$ cat config.mk
export PLATFORM = sky130hd
export DESIGN_NAME = spm_eval
export DESIGN_NICKNAME = d
export VERILOG_FILES = /design/src/hw/rtl/spm_pkg.sv /design/src/hw/rtl/spm_eval.sv
export SDC_FILE = /design/constraint.sdc
export NUM_CORES = 1
export LEC_CHECK = 0
export BUFFER_PORTS_ARGS = -buffer_cell sky130_fd_sc_hd__buf_2
export CAP_MARGIN = 20
export CORE_ASPECT_RATIO = 0.6
export CORE_MARGIN = 2
export CORE_UTILIZATION = 35
export DETAILED_ROUTE_END_ITERATION = 16
export SLEW_MARGIN = 5
export SYNTH_ARGS = -nofsm -noshare
export SYNTH_HDL_FRONTEND = slang
export SYNTH_SLANG_ARGS = --single-unit
$ cat constraint.sdc
create_clock -name vclk -period 5.4
set_input_delay 0.81 -clock vclk [all_inputs]
set_output_delay 0.81 -clock vclk [all_outputs]
set_load 0.03 [all_outputs]
$ cat src/hw/rtl/spm_pkg.sv
// Package for the static pixel mask block.
// Holds store sizes, mode codes, register reset value and shared types.
// No dependencies.
package spm_pkg;

    localparam int PIXEL_COUNT = 65536;
    localparam int IDX_W       = 16;
    localparam int CH_W        = 8;
    localparam int THR_W       = 9;
    localparam int SUM_W       = 10;

    localparam logic [SUM_W-1:0] DARK_LIMIT      = SUM_W'(10);
    localparam logic [THR_W-1:0] THRESHOLD_RESET = THR_W'(60);

    localparam logic [1:0] MODE_LOAD = 2'd0;
    localparam logic [1:0] MODE_CMP  = 2'd1;
    localparam logic [1:0] MODE_READ = 2'd2;

    typedef struct packed {
        logic [CH_W-1:0] red;
        logic [CH_W-1:0] green;
        logic [CH_W-1:0] blue;
    } t_rgb;

    typedef struct packed {
        logic static_flag;
        logic dark;
        logic moved;
    } t_eval;

endpackage

$ cat src/hw/rtl/spm_eval.sv
// Per-pixel dark and motion test and mask update.
// Depends on spm_pkg.
module spm_eval
    import spm_pkg::*;
(
    input  logic [1:0]       i_mode,
    input  t_rgb             i_pix,
    input  t_rgb             i_ref,
    input  logic             i_mask_old,
    input  logic [THR_W-1:0] i_thr,
    output t_eval            o_eval
);
    logic [SUM_W-1:0] sum;
    logic [CH_W-1:0]  d_r;
    logic [CH_W-1:0]  d_g;
    logic [CH_W-1:0]  d_b;
    logic             dark_raw;
    logic             moved_raw;

    assign sum = SUM_W'(i_pix.red) + SUM_W'(i_pix.green) + SUM_W'(i_pix.blue);
    assign d_r = (i_pix.red   >= i_ref.red)   ? i_pix.red   - i_ref.red
                                              : i_ref.red   - i_pix.red;
    assign d_g = (i_pix.green >= i_ref.green) ? i_pix.green - i_ref.green
                                              : i_ref.green - i_pix.green;
    assign d_b = (i_pix.blue  >= i_ref.blue)  ? i_pix.blue  - i_ref.blue
                                              : i_ref.blue  - i_pix.blue;
    assign dark_raw  = sum < DARK_LIMIT;
    assign moved_raw = (THR_W'(d_r) >= i_thr) || (THR_W'(d_g) >= i_thr)
                    || (THR_W'(d_b) >= i_thr);

    always_comb begin
        case (i_mode)
            MODE_LOAD: begin
                o_eval = '{static_flag: 1'b1, dark: 1'b0, moved: 1'b0};
            end
            MODE_CMP: begin
                o_eval.static_flag = i_mask_old & ~(dark_raw | moved_raw);
                o_eval.dark        = dark_raw;
                o_eval.moved       = moved_raw;
            end
            default: begin
                o_eval = '{static_flag: i_mask_old, dark: 1'b0, moved: 1'b0};
            end
        endcase
    end
endmodule

==> implementation parameters, run 1 <==
Parameter                              Value

Worst hold path
  Worst hold-check path type    in2out
  Worst Hold Path EP    o_eval[0]
  Worst hold stages    3
  Origin of the worst min-delay path    i_mode[1]

Yosys
  Simple logic cell fraction of the synthesized area    0.138
  Xor-xnor portion of the synthesized cell area    0.0310
  Dominant combinational cell family by area after synthesis    adder cells
  Post-synthesis cell type count    56
  Warning count from the yosys run    0
  Biggest area contributors in the synthesized netlist    sky130_fd_sc_hd__ha_1 (31%), sky130_fd_sc_hd__fa_1 (9.0%), sky130_fd_sc_hd__inv_1 (8.1%)
  Post-synth top area share    0.310
  Synth area leader    sky130_fd_sc_hd__ha_1
  Area share of fa/ha/maj cells after synthesis    0.400
  Per-instance average area after synthesis    7.78 sq um
  Sequential share of the synthesized area    0
  Top cells by instance count after synthesis    sky130_fd_sc_hd__ha_1 (77), sky130_fd_sc_hd__inv_1 (67), sky130_fd_sc_hd__a21oi_1 (33)
  Cells after synthesis    400
  Library cell with the highest instance count after synthesis    sky130_fd_sc_hd__ha_1
  Synthesized net count    551
  Cell area after synthesis    3110 sq um
  Fraction of synthesized area in multiplexers    0.0366
  Fraction of the mapped netlist area in compound gates    0.302

Timing
  Setup_tns    0 ns
  Worst slew margin relative to its limit    0.712
  Actual slew at the worst max-slew pin    0.428 ns
  Minimum clock period    5.38 ns
  Setup-failing EPs final    0
  Max-slew violation count    0
  Final worst setup slack    0.0168 ns
  Total count of hold-check failures in the final report    0
  Setup repair after global routing missed its margin    yes
  FMAX    186 MHz
  Fraction of the cycle the final worst path needs    0.997

Layout
  Net count, final    625
  Post-route non-filler standard cell count    584
  CLK BUF    0
  Sequential standard cell area    0 sq um
  Number of flip-flops and latches    0
  Antenna diode count    0
  Fraction of layout cells with a size suffix above 1    0.239
  Area overhead of the layout relative to synthesis    21.8%

Critical path
  Endpoint required time on the critical path    4.59 ns
  Critical path launch point type    primary input
  Slowest Stage Delay on Critical Path    0.45 ns
  Worst Path Max Fanout    5
  Critical Path Sink Type    output port
  CP Cell Sequence    buf_8, inv_4, ha_4, inv_4, fa_2, a21o_1, a2111oi_4, o21bai_2, a21oi_4, buf_6, mux2i_2, xnor2_1, ha_1, nand2_1, o21bai_1, a21o_1, a2111oi_4, o211ai_1, a21oi_1, buf_4
  WS Path Type    in2out
  Data arrival time at the worst-slack endpoint    4.57 ns
  Highest-delay cell along the critical path    sky130_fd_sc_hd__a2111oi_4

Global routing
  Global route overflow    0
  Largest net degree at the start of global routing    12
  Initial antenna violation count    0
  Number of global-route vias before repair    2,854
  Global-route wire length before repair    14,400 microns
  Overall routing resource usage    0.180

Status
  Run status    finished clean

Flow run
  Max Cap Violations    0

Place
  Buffers on Ports    63
  Post-placement worst setup slack    -0.0701 ns
  Cell count after placement    580
  Detail Placement HPWL    8000 microns
  Routability cong.    0.915

Detailed routing
  Detail Route Antenna Nets    0
  Final routed wire length divided by cell count    15.7 microns
  Detailed Route Iter0 Violations    211
  Total via count in the routed design    3,116
  Post-detailed-route via-to-cell ratio    5.34
  Drt pass-1 iters    4
  Aggregate routed wire length    9180 microns
  Remaining DRCs    0

Floorplan
  Height of the die    77.0 microns
  Row count    26
  Die outline width    126 microns
  Area enclosed by the die boundary    9690 sq um
  Total I/O pin count    63
  Initial core utilization    0.364
  Area inside the core boundary    8560 sq um

Power
  Leakage power    0.00197 uW
  PwrDens    132 nW/um^2
  Max rail drop VDD    0.0731 mV
  Power, Total    501 uW
==> metrics by stage <==
stage	util	hold slack, ns	cell area (sq um)
after detailed placement	0.424	1.97	3630
after CTS	0.425	1.97	3640
after global routing	0.443	1.98	3790
final	0.443	1.96	3790
after global placement	0.424	1.96	3630
after floorplan	-	1.74	3110
==> per-layer routing <==
layer  vias up  part of all wire  GRT usage
met2       107              0.37      0.240
met5         -                 0          0
li1       1577                 -          -
met3         5             0.085     0.0293
met1      1427              0.54      0.301
met4         0            0.0060     0.0143
==> what timing repair did <==
action	4_1_cts	5_1_grt
endpoints found under the setup margin	2	2
gates cloned	0	0
endpoints found under the hold margin	0	0
hold buffers	0	0
resized for setup	3	31
buffers inserted	0	5
pin swaps	2	31
==> where the power goes <==
part | total (uW) | internal, uW | switching [uW]
Combinational | 501 | 229 | 272
Sequential | 0 | 0 | 0
Clock | 0 | 0 | 0
Total | 501 | 229 | 272
==> cell type report <==
| class | count | area, sq um |
|---|---|---|
| fill | 904 | 4770 |
| inverter | 67 | 256 |
| multi-input combinational | 325 | 2930 |
| tap | 112 | 140 |
| timing repair buffer | 80 | 465 |
==> worst max path at each step <==
stage                   from  depth (start not counted)  slack (ns)   endpoint
floorplan           i_pix[8]                         17        0.09  o_eval[2]
global placement    i_pix[8]                         20       -0.01  o_eval[2]
detailed placement  i_pix[8]                         20       -0.07  o_eval[2]
CTS                 i_pix[8]                         20        0.06  o_eval[2]
global route        i_pix[8]                         20       -0.17  o_eval[2]
finish              i_pix[8]                         20        0.02  o_eval[2]
==> cell usage in the layout, fill, tap and decap left out, drive strengths merged, types with 3 or more instances in the layout <==
| master | n |
|---|---|
| a2111oi | 5 |
| a211oi | 5 |
| a21boi | 3 |
| a21o | 18 |
| a21oi | 36 |
| buf | 80 |
| fa | 14 |
| ha | 77 |
| inv | 67 |
| mux2 | 3 |
| mux2i | 8 |
| nand2 | 17 |
| nand2b | 7 |
| nand3 | 9 |
| nand4 | 6 |
| nor2 | 10 |
| nor2b | 7 |
| nor3 | 12 |
| nor4 | 3 |
| o211ai | 6 |
| o21a | 10 |
| o21ai | 21 |
| o21bai | 7 |
| o22ai | 3 |
| xnor2 | 6 |
| xor2 | 5 |
==> cell families after synthesis <==
kind of cell / after synthesis
buf+inv: 75
simple gates: 81
xor+xnor: 11
compound gates: 131
mux: 11
fa+ha+maj: 91
==> worst max-delay path, delay by kind of cell <==
kind,cells,cell delay [ns]
xor+xnor,1,0.17
compound gates,9,2.01
simple gates,1,0.07
buf+inv,5,0.49
mux,1,0.21
fa+ha+maj,3,0.79
No activity file was read; power rests on OpenSTA's default activity.
==> run 2, diff against run 1 <==
==> constraint.sdc (replaced) <==
create_clock -name vclk -period 5.4
set_input_delay 0.27 -clock vclk [all_inputs]
set_output_delay 0.27 -clock vclk [all_outputs]
set_load 0.03 [all_outputs]
==> implementation parameters, run 2 (same netlist as run 1, synthesis figures left out) <==
Parameter                              Value

Status
  Run status    finished clean

Place
  Routability cong.    0.904 (-1.3%)
  Buffers on Ports    63 (unchanged)
  Detail Placement HPWL    7690 microns (-3.9%)

Timing
  Worst slew margin relative to its limit    0.649 (-0.0626)
  Setup repair after global routing missed its margin    no
  Minimum clock period    4.51 ns (-0.874 ns)
  Actual slew at the worst max-slew pin    0.527 ns (+0.0984 ns)
  Total count of hold-check failures in the final report    0 (unchanged)
  Setup-failing EPs final    0 (unchanged)
  Max-slew violation count    0 (unchanged)
  Fraction of the cycle the final worst path needs    0.835 (-0.162)
  Worst hold slack after final layout    0.887 ns (-1.07 ns)
  Setup_tns    0 ns (unchanged)
  FMAX    222 MHz (+19%)

Critical path
  CP Cell Sequence    buf_2, inv_1, ha_1, inv_1, fa_1, a21o_1, a2111oi_4, o21bai_2, a21oi_4, mux2i_1, xor2_1, ha_1, a21oi_1, a21boi_0, o2111a_1, a2111oi_0, buf_4, o211ai_1, a21oi_1, buf_2
  WS Path Type    in2out
  Endpoint required time on the critical path    5.13 ns (+0.54 ns)
  Critical Path Sink Type    output port
  Highest-delay cell along the critical path    sky130_fd_sc_hd__a2111oi_4
  Worst Path Max Fanout    6 (+1)
  Critical path launch point type    primary input
  Slowest Stage Delay on Critical Path    0.39 ns (-0.06 ns)
  Data arrival time at the worst-slack endpoint    4.24 ns (-0.33 ns)

Floorplan
  Area inside the core boundary    8560 sq um (unchanged)
  Total I/O pin count    63 (unchanged)
  Height of the die    77.0 microns (unchanged)
  Row count    26 (unchanged)
  Area enclosed by the die boundary    9690 sq um (unchanged)
  Initial core utilization    0.364 (unchanged)
  Die outline width    126 microns (unchanged)

Global routing
  Overall routing resource usage    0.173 (-0.00655)
  Number of global-route vias before repair    2,756 (-3.4%)
  Largest net degree at the start of global routing    12 (unchanged)
  Global-route wire length before repair    14,000 microns (-3.3%)
  Global route overflow    0 (unchanged)
  Initial antenna violation count    0 (unchanged)

Clock network
  Number of buffers added to fix hold violations after cts    0 (unchanged)
  Post-CTS Resized    0 (-3)
  Post-CTS repair timing setup buffer count    0 (unchanged)

Detailed routing
  Aggregate routed wire length    8650 microns (-5.8%)
  Detail Route Antenna Nets    0 (unchanged)
  Remaining DRCs    0 (unchanged)
  Post-detailed-route via-to-cell ratio    5.38 (+0.84%)
  Detailed Route Iter0 Violations    255 (+21%)
  Drt pass-1 iters    5 (+1)
  Final routed wire length divided by cell count    15.2 microns (-3.2%)
  Total via count in the routed design    3,056 (-1.9%)

Layout
  Most used cells in the layout excluding fill and tap cells    sky130_fd_sc_hd__ha_1 (77), sky130_fd_sc_hd__inv_1 (67), sky130_fd_sc_hd__buf_2 (63), sky130_fd_sc_hd__a21oi_1 (33), sky130_fd_sc_hd__o21ai_0 (19)
  Area overhead of the layout relative to synthesis    13.7%
  Number of flip-flops and latches    0 (unchanged)
  Antenna diode count    0 (unchanged)
  Commonest non-fill, non-tap cell in the layout    sky130_fd_sc_hd__ha_1
  Net count, final    609 (-2.6%)
  Sequential standard cell area    0 sq um (unchanged)
  CLK BUF    0 (unchanged)
  Fraction of layout cells with a size suffix above 1    0.171 (-0.0684)

Worst hold path
  Worst hold-check path type    in2out

Flow run
  Max Cap Violations    0 (unchanged)

Power
  Max rail drop VDD    0.0640 mV (-12%)
  Leakage power    0.00188 uW (-4.6%)
  PwrDens    125 nW/um^2 (-5.4%)
## run 2: cell types whose count changed in the layout (fill, tap and decap cells not counted), moves of 3 or more
cell,previous run,this run
sky130_fd_sc_hd__ha_1,73,77
sky130_fd_sc_hd__buf_2,60,63
sky130_fd_sc_hd__ha_2,3,0
sky130_fd_sc_hd__buf_4,17,1
## run 2: power breakdown
| part | internal [uW] | leakage (uW) | total [uW] | switching (uW) |
|---|---|---|---|---|
| combinational | 196 | 0.00188 | 442 | 247 |
| sequential | 0 | 0 | 0 | 0 |
| clock | 0 | 0 | 0 | 0 |
| total | 196 | 0.00188 | 442 | 247 |
## run 2: routing by layer
layer  GRT usage  part of all wire  up-vias
li1            -                 -     1544
met1       0.303              0.55     1391
met2       0.225              0.36      119
met3      0.0188             0.084        2
met4     0.00769            0.0049        0
met5           0                 0        -
## run 2: worst max-delay path: cells and delay by family
kind | cells | cell delay (ns)
adders and majority gates | 3 | 0.79
muxes | 1 | 0.26
xor gates and xnor gates | 1 | 0.19
AOI/OAI and AO/OA | 10 | 2.08
buffers and inverters | 5 | 0.63
## run 2: worst paths after layout
path	to	from	slack [ns]	cells after the start
worst max-delay path	o_eval[2]	i_pix[8]	0.89	20
worst min-delay path	o_eval[0]	i_mode[1]	0.89	3
## run 2: cell type report
cell class | instances | area [sq um]
inverters | 67 | 251
fillers | 877 | 5020
multi-input cells | 325 | 2820
well taps | 112 | 140
repair buffers | 64 | 323
## run 2: metrics by stage
step                instances  utilization  setup WS (ns)  area, sq um  total power, uW
finish                    568        0.413          0.891         3540              442
global placement          568        0.413           1.01         3540              428
global route              568        0.413          0.440         3540              501
CTS                       568        0.413          0.852         3540              441
detailed placement        568        0.413          0.891         3540              437
floorplan                 400            -           1.17         3110              314
